**src/bmhpq_pkg.sv**
```systemverilog
// ----------------------------------------------------------------------------
// bmhpq_pkg
// shared constants for the binary max-heap priority queue
// ----------------------------------------------------------------------------
package bmhpq_pkg;

    localparam int CAPACITY_DEF  = 64;
    localparam int KEY_WIDTH_DEF = 32;
    localparam int FIELD_W       = 32;

    localparam logic OP_PUSH = 1'b0;
    localparam logic OP_POP  = 1'b1;

endpackage

```
**src/bmhpq_ram.sv**
```systemverilog
// ----------------------------------------------------------------------------
// bmhpq_ram
// heap storage: one write port, two read ports, registered read data
// ----------------------------------------------------------------------------
module bmhpq_ram
    import bmhpq_pkg::*;
#(
    parameter int CAPACITY  = CAPACITY_DEF,
    parameter int KEY_WIDTH = KEY_WIDTH_DEF,
    localparam int AW       = (CAPACITY > 1) ? $clog2(CAPACITY) : 1
)
(
    input  logic                 clk,
    input  logic                 wr_en,
    input  logic [AW-1:0]        wr_addr,
    input  logic [KEY_WIDTH-1:0] wr_data,
    input  logic [AW-1:0]        rd_addr_a,
    input  logic [AW-1:0]        rd_addr_b,
    output logic [KEY_WIDTH-1:0] rd_data_a,
    output logic [KEY_WIDTH-1:0] rd_data_b
);

    logic [KEY_WIDTH-1:0] mem [CAPACITY];

    always_ff @(posedge clk)
    begin
        if (wr_en)
        begin
            mem[wr_addr] <= wr_data;
        end
        rd_data_a <= mem[rd_addr_a];
        rd_data_b <= mem[rd_addr_b];
    end

endmodule

```
**src/binary_max_heap_priority_queue.sv**
```systemverilog
// ----------------------------------------------------------------------------
// binary_max_heap_priority_queue
// push sifts up and pop sifts down, walking at most ceil(log2(CAPACITY)) tree
// levels; one heap memory read per tree level sets the pace
// one item at a time; a finished result waits in the output register
// reset clears the state, the count and the output valid; the heap memory is not cleared
// ----------------------------------------------------------------------------
module binary_max_heap_priority_queue
    import bmhpq_pkg::*;
#(
    parameter int CAPACITY  = CAPACITY_DEF,
    parameter int KEY_WIDTH = KEY_WIDTH_DEF,
    localparam int CW       = $clog2(CAPACITY + 1)
)
(
    input  logic                      clk,
    input  logic                      rst_n,
    input  logic                      in_valid,
    output logic                      in_stall,
    input  logic                      op,
    input  logic signed [FIELD_W-1:0] value,
    output logic                      out_valid,
    input  logic                      out_stall,
    output logic signed [FIELD_W-1:0] popped_value,
    output logic                      was_empty,
    output logic                      was_full,
    output logic signed [FIELD_W-1:0] top_value,
    output logic                      top_valid,
    output logic [CW-1:0]             fill_count
);

    localparam int AW = (CAPACITY > 1) ? $clog2(CAPACITY) : 1;
    localparam int IW = AW + 2;

    localparam logic [2:0] S_IDLE     = 3'd0;
    localparam logic [2:0] S_UP_CMP   = 3'd1;
    localparam logic [2:0] S_UP_FIN   = 3'd2;
    localparam logic [2:0] S_POP_LAST = 3'd3;
    localparam logic [2:0] S_DN_CMP   = 3'd4;
    localparam logic [2:0] S_DN_FIN   = 3'd5;
    localparam logic [2:0] S_RESP     = 3'd6;

    logic [2:0]           state_reg, state_next;
    logic [CW-1:0]        count_reg, count_next;
    logic [AW-1:0]        pos_reg, pos_next;
    logic [KEY_WIDTH-1:0] key_reg, key_next;
    logic [KEY_WIDTH-1:0] top_reg, top_next;
    logic [KEY_WIDTH-1:0] popped_reg, popped_next;
    logic                 empty_reg, empty_next;
    logic                 full_reg, full_next;

    logic                 out_valid_reg, out_valid_next;
    logic [FIELD_W-1:0]   out_popped_reg;
    logic                 out_empty_reg;
    logic                 out_full_reg;
    logic [FIELD_W-1:0]   out_top_reg;
    logic                 out_top_valid_reg;
    logic [CW-1:0]        out_count_reg;
    logic                 out_load;

    logic                 mem_we;
    logic [AW-1:0]        mem_waddr;
    logic [KEY_WIDTH-1:0] mem_wdata;
    logic [AW-1:0]        rd_addr_a, rd_addr_b;
    logic [KEY_WIDTH-1:0] rd_data_a, rd_data_b;

    logic                 in_accept;
    logic [KEY_WIDTH-1:0] in_key;
    logic [AW-1:0]        parent_idx;
    logic [AW-1:0]        up_parent_idx;
    logic [IW-1:0]        left_w, right_w;
    logic                 right_ok;
    logic                 pick_right;
    logic [KEY_WIDTH-1:0] pick_val;
    logic [AW-1:0]        pick_idx;
    logic [IW-1:0]        pick_left_w;
    logic [IW-1:0]        count_w;

    bmhpq_ram #(
        .CAPACITY  (CAPACITY),
        .KEY_WIDTH (KEY_WIDTH)
    ) u_ram (
        .clk       (clk),
        .wr_en     (mem_we),
        .wr_addr   (mem_waddr),
        .wr_data   (mem_wdata),
        .rd_addr_a (rd_addr_a),
        .rd_addr_b (rd_addr_b),
        .rd_data_a (rd_data_a),
        .rd_data_b (rd_data_b)
    );

    assign in_stall  = (state_reg != S_IDLE);
    assign in_accept = in_valid && !in_stall;
    assign in_key    = KEY_WIDTH'({32'd0, value});

    // index arithmetic for both sift directions
    assign parent_idx    = (pos_reg - AW'(1)) >> 1;
    assign up_parent_idx = (parent_idx - AW'(1)) >> 1;
    assign count_w       = IW'(count_reg);
    assign left_w        = IW'({pos_reg, 1'b1});
    assign right_w       = left_w + IW'(1);
    assign right_ok      = (right_w < count_w);
    assign pick_right    = right_ok && ($signed(rd_data_b) > $signed(rd_data_a));
    assign pick_val      = pick_right ? rd_data_b : rd_data_a;
    assign pick_idx      = pick_right ? right_w[AW-1:0] : left_w[AW-1:0];
    assign pick_left_w   = IW'({pick_idx, 1'b1});

    assign out_load = (state_reg == S_RESP) && (!out_valid_reg || !out_stall);

    always_comb
    begin
        state_next  = state_reg;
        count_next  = count_reg;
        pos_next    = pos_reg;
        key_next    = key_reg;
        top_next    = top_reg;
        popped_next = popped_reg;
        empty_next  = empty_reg;
        full_next   = full_reg;
        mem_we      = 1'b0;
        mem_waddr   = pos_reg;
        mem_wdata   = key_reg;
        rd_addr_a   = parent_idx;
        rd_addr_b   = right_w[AW-1:0];

        unique case (state_reg)
            S_IDLE:
            begin
                if (in_accept)
                begin
                    popped_next = '0;
                    empty_next  = 1'b0;
                    full_next   = 1'b0;
                    if (op == OP_PUSH)
                    begin
                        if (count_reg == CW'(CAPACITY))
                        begin
                            full_next  = 1'b1;
                            state_next = S_RESP;
                        end
                        else
                        begin
                            count_next = count_reg + CW'(1);
                            pos_next   = count_reg[AW-1:0];
                            key_next   = in_key;
                            if (count_reg == '0)
                            begin
                                mem_we     = 1'b1;
                                mem_waddr  = '0;
                                mem_wdata  = in_key;
                                top_next   = in_key;
                                state_next = S_RESP;
                            end
                            else
                            begin
                                rd_addr_a  = (count_reg[AW-1:0] - AW'(1)) >> 1;
                                state_next = S_UP_CMP;
                            end
                        end
                    end
                    else
                    begin
                        if (count_reg == '0)
                        begin
                            empty_next = 1'b1;
                            state_next = S_RESP;
                        end
                        else
                        begin
                            popped_next = top_reg;
                            count_next  = count_reg - CW'(1);
                            if (count_reg == CW'(1))
                            begin
                                state_next = S_RESP;
                            end
                            else
                            begin
                                // fetch the last element to refill the root
                                rd_addr_a  = AW'(count_reg - CW'(1));
                                state_next = S_POP_LAST;
                            end
                        end
                    end
                end
            end

            S_UP_CMP:
            begin
                if ($signed(key_reg) > $signed(rd_data_a))
                begin
                    // parent moves down into the hole
                    mem_we    = 1'b1;
                    mem_waddr = pos_reg;
                    mem_wdata = rd_data_a;
                    pos_next  = parent_idx;
                    if (parent_idx == '0)
                    begin
                        state_next = S_UP_FIN;
                    end
                    else
                    begin
                        rd_addr_a = up_parent_idx;
                    end
                end
                else
                begin
                    mem_we     = 1'b1;
                    mem_waddr  = pos_reg;
                    mem_wdata  = key_reg;
                    state_next = S_RESP;
                end
            end

            S_UP_FIN:
            begin
                mem_we     = 1'b1;
                mem_waddr  = '0;
                mem_wdata  = key_reg;
                top_next   = key_reg;
                state_next = S_RESP;
            end

            S_POP_LAST:
            begin
                key_next = rd_data_a;
                pos_next = '0;
                if (count_reg == CW'(1))
                begin
                    mem_we     = 1'b1;
                    mem_waddr  = '0;
                    mem_wdata  = rd_data_a;
                    top_next   = rd_data_a;
                    state_next = S_RESP;
                end
                else
                begin
                    rd_addr_a  = AW'(1);
                    rd_addr_b  = AW'(2 % CAPACITY);
                    state_next = S_DN_CMP;
                end
            end

            S_DN_CMP:
            begin
                mem_we    = 1'b1;
                mem_waddr = pos_reg;
                if ($signed(pick_val) > $signed(key_reg))
                begin
                    // larger child moves up into the hole
                    mem_wdata = pick_val;
                    if (pos_reg == '0)
                    begin
                        top_next = pick_val;
                    end
                    pos_next  = pick_idx;
                    rd_addr_a = pick_left_w[AW-1:0];
                    rd_addr_b = AW'(pick_left_w + IW'(1));
                    if (pick_left_w >= count_w)
                    begin
                        state_next = S_DN_FIN;
                    end
                end
                else
                begin
                    mem_wdata = key_reg;
                    if (pos_reg == '0)
                    begin
                        top_next = key_reg;
                    end
                    state_next = S_RESP;
                end
            end

            S_DN_FIN:
            begin
                mem_we     = 1'b1;
                mem_waddr  = pos_reg;
                mem_wdata  = key_reg;
                state_next = S_RESP;
            end

            S_RESP:
            begin
                if (out_load)
                begin
                    state_next = S_IDLE;
                end
            end

            default:
            begin
                state_next = S_IDLE;
            end
        endcase
    end

    always_comb
    begin
        out_valid_next = out_valid_reg;
        if (out_load)
        begin
            out_valid_next = 1'b1;
        end
        else if (!out_stall)
        begin
            out_valid_next = 1'b0;
        end
    end

    always_ff @(posedge clk or negedge rst_n)
    begin
        if (!rst_n)
        begin
            state_reg     <= S_IDLE;
            count_reg     <= '0;
            out_valid_reg <= 1'b0;
        end
        else
        begin
            state_reg     <= state_next;
            count_reg     <= count_next;
            out_valid_reg <= out_valid_next;
        end
    end

    always_ff @(posedge clk)
    begin
        pos_reg    <= pos_next;
        key_reg    <= key_next;
        top_reg    <= top_next;
        popped_reg <= popped_next;
        empty_reg  <= empty_next;
        full_reg   <= full_next;
        if (out_load)
        begin
            out_popped_reg    <= FIELD_W'(64'(popped_reg));
            out_empty_reg     <= empty_reg;
            out_full_reg      <= full_reg;
            out_top_reg       <= (count_reg != '0) ? FIELD_W'(64'(top_reg)) : '0;
            out_top_valid_reg <= (count_reg != '0);
            out_count_reg     <= count_reg;
        end
    end

    assign out_valid    = out_valid_reg;
    assign popped_value = out_popped_reg;
    assign was_empty    = out_empty_reg;
    assign was_full     = out_full_reg;
    assign top_value    = out_top_reg;
    assign top_valid    = out_top_valid_reg;
    assign fill_count   = out_count_reg;

`ifndef SYNTH
    a_count_in_range: assert property (@(posedge clk) disable iff (!rst_n)
        count_reg <= CW'(CAPACITY))
        else $error("element count beyond capacity");

    a_flags_exclusive: assert property (@(posedge clk) disable iff (!rst_n)
        out_valid |-> !(was_empty && was_full))
        else $error("empty and full flags both set");

    a_top_matches_count: assert property (@(posedge clk) disable iff (!rst_n)
        out_valid |-> (top_valid == (fill_count != '0)))
        else $error("top valid disagrees with fill count");

    a_accept_goes_busy: assert property (@(posedge clk) disable iff (!rst_n)
        (in_valid && !in_stall) |=> in_stall)
        else $error("accepted item did not start work");
`endif

endmodule

```
**config.mk**
```make
export PLATFORM = sky130hd
export DESIGN_NAME = binary_max_heap_priority_queue
export DESIGN_NICKNAME = d
export VERILOG_FILES = /design/src/bmhpq_pkg.sv /design/src/bmhpq_ram.sv /design/src/binary_max_heap_priority_queue.sv
export SDC_FILE = /design/constraint.sdc
export NUM_CORES = 2
export LEC_CHECK = 0
export BUFFER_PORTS_ARGS = -buffer_cell sky130_fd_sc_hd__buf_2
export CAP_MARGIN = 20
export CORE_MARGIN = 1.5
export CORE_UTILIZATION = 49
export CTS_CLUSTER_SIZE = 12
export DETAILED_ROUTE_END_ITERATION = 8
export GPL_ROUTABILITY_DRIVEN = 0
export GPL_TIMING_DRIVEN = 0
export SYNTH_ARGS = -nofsm -noshare
export SYNTH_HDL_FRONTEND = slang
export SYNTH_SLANG_ARGS = --single-unit
```
**constraint.sdc**
```tcl
create_clock -name clk -period 8.8 [get_ports clk]
set_clock_uncertainty 0.2 [all_clocks]
set_input_delay 1.32 -clock clk [delete_from_list [all_inputs] [get_ports clk]]
set_output_delay 1.32 -clock clk [all_outputs]
set_load 0.02 [all_outputs]
```
# [After elaboration in Yosys (flattened, before gate mapping)]
# Memory sizes are Yosys's and may differ from the RTL's. A register that Yosys moved wholly into a read port is not among the register bits.
# Cells that the tools add are included.
[word_totals] register_bits=189 ram_bits=2048 input_bits=37 out_inout_bits=76 wordCells=152 mem_count=1
[op_classes] add_sub_neg=7 n_lt_le_gt_ge=5 n_eq_ne=22 muxes=76 bitwise=1 reduce_logical=25
[memory_table] memory="u_ram.mem" depth=64 word_bits=32 read_ports=2 rd_clocked_by_memory_dff=2 wr=1 line_no="bmhpq_ram.sv:23" source="logic [KEY_WIDTH-1:0] mem [CAPACITY];"
[op_table] operator="two-way mux 32 bit" n=19
[op_table] operator="one-hot mux 32 bit (4 select lines)" n=2
[op_table] operator="two-way mux 6 bit" n=18
[op_table] operator="greater-than comparator 32 bit" n=3
[op_table] operator="one-hot mux 32 bit (2 select lines)" n=1
[op_table] operator="one-hot mux 6 bit (4 select lines)" n=2
[op_table] operator="two-way mux 3 bit" n=11
[op_table] operator="two-way mux 5 bit" n=5
[op_table] operator="inequality test 2 bit (second input constant)" n=11
[op_table] operator="two-way mux 7 bit" n=3
[op_table] operator="one-hot mux 3 bit (6 select lines)" n=1
[op_table] operator="one-hot mux 6 bit (3 select lines)" n=1
[op_table] operator="zero test 6 bit" n=2
[op_table] operator="one-hot mux 6 bit (2 select lines)" n=1
[op_table] operator="AND reduction 4 bit" n=3
[op_table] operator="subtractor 6 x 1 -> 6 bit (second input constant)" n=2
[op_table] operator="two-way mux 1 bit" n=10
[op_table] operator="equality test 3 bit (second input constant)" n=3
[op_table] operator="adder 7 x 1 -> 8 bit (second input constant)" n=1
[op_table] operator="less-than comparator 8 x 7 -> 1 bit" n=1
[op_table] operator="nonzero test 4 bit" n=2
[op_table] operator="adder 7 x 1 -> 7 bit (second input constant)" n=1
[op_table] operator="equality test 7 x 1 -> 1 bit (second input constant)" n=1
[op_table] operator="equality test 7 bit (second input constant)" n=1
[op_table] operator="24 further kinds" n=31

# [Logic depth before layout (Yosys ltp)]
[logic_depth] ltp_word=8 mapped_depth=32

# [Hierarchy]
# A second synthesis with hierarchy kept.
[hier_totals] hier_cells=5807 area_unflattened_um2=109418.7
[modules_own_cells] mod="bmhpq_ram" n_inst=1 cells_each=4409 area_each_um2=95704.3 seq_area_each_um2=62780.2
[modules_own_cells] mod="binary_max_heap_priority_queue" n_inst=1 cells_each=1398 area_each_um2=13714.4 seq_area_each_um2=5620.4

# [Worst setup path after synthesis]
# Ideal clock, no wire load.
[synth_timing] path_type="register to register" from="reg pos_reg[2]" to="mem u_ram.mem[0][26] in the netlist's numbering (data pin)" t_arrival_ps=6819 required_time_ps=8036 path_slack_ps=1217 path_stages_with_launch=25 path_buffers=6 period_less_slack_ps=7583 cell_sequence="edfxtp_1 buf_2 buf_1 nand3_1 xnor2_1 ha_1 nand3_1 a21oi_1 o31ai_1 nand2_2 nor2_1 clkbuf_1 clkbuf_1 o21ai_0 ha_1 nand4_1 nor3_1 a211oi_1 nand3_1 a31oi_2 clkbuf_1 buf_1 a21oi_1 nand2b_1 a22oi_1"
[synth_between] elab_chain_len=7
[synth_lines] item="from (decl)" line_no="binary_max_heap_priority_queue.sv:45" source="logic [AW-1:0] pos_reg, pos_next;"
[synth_lines] item="from (signal assigned)" line_no="binary_max_heap_priority_queue.sv:329" source="pos_reg <= pos_next;"
[synth_lines] item="adder 7 x 1 -> 8 bit (*)" line_no="binary_max_heap_priority_queue.sv:102" source="assign right_w = left_w + IW'(1);"
[synth_lines] item="less-than comparator 8 x 7 -> 1 bit (*)" line_no="binary_max_heap_priority_queue.sv:103" source="assign right_ok = (right_w < count_w);"
[synth_lines] item="logical AND 1 bit (*)" line_no="binary_max_heap_priority_queue.sv:104" source="assign pick_right = right_ok && ($signed(rd_data_b) > $signed(rd_data_a));"
[synth_lines] item="two-way mux 32 bit (*)" line_no="binary_max_heap_priority_queue.sv:105" source="assign pick_val = pick_right ? rd_data_b : rd_data_a;"
[synth_lines] item="greater-than comparator 32 bit" line_no="binary_max_heap_priority_queue.sv:248" source="if ($signed(pick_val) > $signed(key_reg))"
[synth_lines] item="two-way mux 32 bit (*)" line_no="binary_max_heap_priority_queue.sv:248"
[synth_lines] item="one-hot mux 32 bit (4 select lines) (*)" line_no="binary_max_heap_priority_queue.sv:127" source="unique case (state_reg)"
[synth_lines] item="net mem_wdata[26]" line_no="binary_max_heap_priority_queue.sv:63" source="logic [KEY_WIDTH-1:0] mem_wdata;"
[synth_lines] item="to (decl)" line_no="bmhpq_ram.sv:23"
# The timed path passes the listed nets; every way through them passes the cells marked *.

# [Final worst setup path]
[layout_timing] from="reg u_ram.rd_data_a[31], read port of u_ram.mem" to="reg u_ram.rd_data_b[2], read port of u_ram.mem"
[layout_between] elab_chain_len=6 word_cells_on_any_way=8 classes_between="1 x add/sub; 2 x order compare; 4 x mux; 1 x reduce/logical"
[layout_lines] item="from (decl)" line_no="bmhpq_ram.sv:19" source="output logic [KEY_WIDTH-1:0] rd_data_a,"
[layout_lines] item="greater-than comparator 32 bit" line_no="binary_max_heap_priority_queue.sv:104"
[layout_lines] item="logical AND 1 bit" line_no="binary_max_heap_priority_queue.sv:104"
[layout_lines] item="two-way mux 32 bit or two-way mux 6 bit (tied branches)" line_no="binary_max_heap_priority_queue.sv:105, binary_max_heap_priority_queue.sv:106"
[layout_lines] item="greater-than comparator 32 bit or adder 6 x 1 -> 6 bit (tied branches)" line_no="binary_max_heap_priority_queue.sv:248, binary_max_heap_priority_queue.sv:258"
[layout_lines] item="two-way mux 6 bit (*)" line_no="binary_max_heap_priority_queue.sv:248"
[layout_lines] item="one-hot mux 6 bit (2 select lines) (*)" line_no="binary_max_heap_priority_queue.sv:127"
[layout_lines] item="to (decl)" line_no="bmhpq_ram.sv:20" source="output logic [KEY_WIDTH-1:0] rd_data_b"
# Every way passes the cells marked *; elsewhere a longest branch is shown, timed or not.
# A chain may end at the register's enable or synchronous reset.

==> results.py <==
metrics = {
    "floorplanning": {
        "die_h_um": 468.5,
        "fp.coreArea_sq_um": 215000,
        "dieArea_sq_um": 219500,
        "die_w_um": 468.5,
        "rows": 170,
        "start_util": 0.4938,
        "io_pins": 113,
    },
    "timing": {
        "setup_violations": 52,
        "worst_pin_slew_ps": 1256,
        "tns_ps": -4427,
        "max_freq_mhz": 111.3,
        "period_share": 1.021,
        "slew_headroom": 0.1595,
        "rsz0062_at_grt": "yes",
        "final_hold_viol_count": 0,
        "slew_violations": 0,
        "period_minus_slack_ps": 8988,
        "whs_ps": 103.9,
        "setup_slack_ps": -188.1,
    },
    "critical_path": {
        "rrSetupSlack_ps": -190,
        "path_depth": 26,
        "path_max_fanout": 10,
        "critPathCapture": "u_ram.rd_data_b[2]",
        "cpMaxStageDelayCell": "clkbuf_1",
        "worstSetupEndpointType": "flip-flop",
        "worstReg2RegEnd": "u_ram.rd_data_b[2]",
        "required_ps": 9390,
        "path_buf_inv": 6,
        "worstRegToRegCells": 26,
        "critical_path.max_stage_delay_ps": 780,
        "crit_start": "u_ram.rd_data_a[31]",
        "arrival_ps": 9580,
        "reg2reg_from": "u_ram.rd_data_a[31]",
        "crit_type": "flip-flop to flip-flop",
        "crit_path_start_kind": "flip-flop",
        "cp_top_family": "compound AO/OA/AOI/OAI gates",
    },
    "logic_synthesis": {
        "synth_edf_count": 2226,
        "synthCells": 8467,
        "syn-cell-area_sq_um": 106200,
        "avgSynthCellArea_sq_um": 12.54,
        "synth_seq_cells": 2301,
        "yosys_warnings": 0,
        "ys_types": 93,
        "synthesis.nets": 8619,
        "synthFlopType": "edfxtp_1",
        "synth_seq_area_share": 0.6441,
        "ys_async_sr_fraction": 0.004781,
    },
    "global_route": {
        "grt_max_degree": 65,
        "grt_pass1_vias": 76230,
        "grt_util_met1": 0.5018,
        "grt_pass1_wl_um": 618400,
        "antenna_found_initial": 51,
        "grtUsageTotal": 0.4110,
        "grt_overflow": 0,
        "grtUsageMet2": 0.5676,
        "use_met3": 0.1569,
        "grt-busiest-layer": "met2",
    },
    "run_status": {
        "status": "finished, violations left",
        "violations": "DRC, setup timing",
    },
    "cts": {
        "numCtsBuffers": 236,
        "h-tree-depth": 4,
        "cts_tree": "yes",
        "clk_latency_ps": 910,
        "cts_root_buffer": "clkbuf_16",
        "numClockSinks": 2301,
        "cts_buffer_depth": 3,
        "ctsHoldBuffers": 0,
        "clk_pin_slew_ps": 70,
    },
    "routing": {
        "route.detailed.drc": 95,
        "firstDrtPassIters": 9,
        "via_per_inst": 6.822,
        "finalWirelength_um": 460200,
        "initialDrtViolationCount": 14520,
        "vias": 82430,
        "routedWlPerCell_um": 38.09,
        "detail-route-antenna-nets": 0,
    },
    "place": {
        "io_buffers": 111,
        "place_ws_ps": -2108,
        "dp_hpwl_um": 344800,
        "place_area_sq_um": 114800,
    },
    "cells_and_area": {
        "drive_above_1_share": 0.1649,
        "layout.nets": 9188,
        "seq_area_sq_um": 68400,
        "largest_reg_flops": 2048,
        "final_common_cell": "edfxtp_1",
        "multiInputGateArea_sq_um": 36880,
        "n_fill_cell": 17420,
        "postLayoutCellArea_sq_um": 124300,
        "syn_to_final_growth_pct": 17.06,
        "regMostFlops": "u_ram.mem",
        "mostFrequentLayoutCells": "edfxtp_1, nand2_1, mux2i_1",
    },
    "flow_run": {
        "drv_cap": 0,
    },
    "worst_hold_path": {
        "hold_class": "primary input to asynchronous set/reset pin",
    },
}
## per-stage QoR
stage                 util  std cells
floorplan                -       8467
global placement    0.5129      11420
detailed placement  0.5336      11630
CTS                 0.5739      12050
global route        0.5778      12070
finish              0.5780      12080
## Yosys cell counts (33+ instances only)
| cell type | count | area [sq um] |
|---|---|---|
| nand2_1 | 1661 | 6235 |
| clkbuf_1 | 332 | 1246 |
| a22oi_1 | 93 | 698.2 |
| mux2_2 | 99 | 1115 |
| a2bb2oi_1 | 61 | 534.3 |
| o221ai_1 | 84 | 735.7 |
| buf_4 | 64 | 480.5 |
| a311oi_1 | 33 | 289.0 |
| nor2_1 | 226 | 848.3 |
| o32a_1 | 50 | 500.5 |
| nand3_1 | 469 | 2347 |
| o22ai_1 | 48 | 300.3 |
| o21ai_0 | 277 | 1386 |
| a21oi_1 | 490 | 2452 |
| a31oi_1 | 68 | 425.4 |
| nor3_1 | 75 | 375.4 |
| and3_1 | 200 | 1251 |
| mux2i_1 | 797 | 7978 |
| inv_1 | 91 | 341.6 |
| nand2b_1 | 38 | 237.7 |
| a221oi_1 | 65 | 569.3 |
| ha_1 | 115 | 1439 |
| a32o_1 | 85 | 850.8 |
| edfxtp_1 | 2226 | 66840 |
| a2111oi_0 | 64 | 560.5 |
| and2_1 | 41 | 256.5 |
| buf_2 | 185 | 925.9 |
| a32oi_1 | 41 | 359.1 |
| dfxtp_1 | 64 | 1281 |
## timing repair
item                       in CTS  in global routing
gates resized for setup       344                228
pin swaps                       9                 10
setup buffers                   6                  2
setup endpoints to repair     657                 64
## kinds of logic (layout without fill, tap and decap cells)
group                      count (synthesis)  count (layout)  synth area share
xor gates and xnor gates                  24              24          0.002050
and+or+nand+nor                         2790            2790            0.1143
DFF                                     2301            2301            0.6441
muxes                                    930             930           0.09266
buffers and inverters                    727            1481           0.03191
adders and majority gates                115             115           0.01355
other                                      0              24                 0
AOI/OAI and AO/OA                       1580            1580            0.1013
## worst min-delay path by stage
stage / startpoint / endpoint / slack, ps / cells past startpoint
finish: rst_n / count_reg[5] / 100 / 1
global route: rst_n / count_reg[5] / 110 / 1
floorplan: popped_reg[0] / popped_value[0] / 200 / 0
detailed placement: popped_reg[16] / popped_value[16] / 200 / 0
global placement: popped_reg[21] / popped_value[21] / 200 / 0
CTS: rst_n / state_reg[2] / 80 / 1
## final cells by class
class	instances	share of cell area
antenna	24	0.0004832
buffer	633	0.02742
clock buffer	320	0.05131
clock inverter	103	0.006975
inverter	92	0.002778
multi-input combinational	5439	0.2967
sequential	2301	0.5503
tap	2838	0.02857
timing repair buffer	333	0.03551
## per-layer routing
layer,part of all wire,vias to the layer above
met2,0.40,6918
met3,0.14,1669
met5,0.0018,-
li1,-,33320
met1,0.35,40480
met4,0.11,44
Power is not shown: default switching activity piles up to over one toggle a cycle in this logic, so the estimate is an artifact.
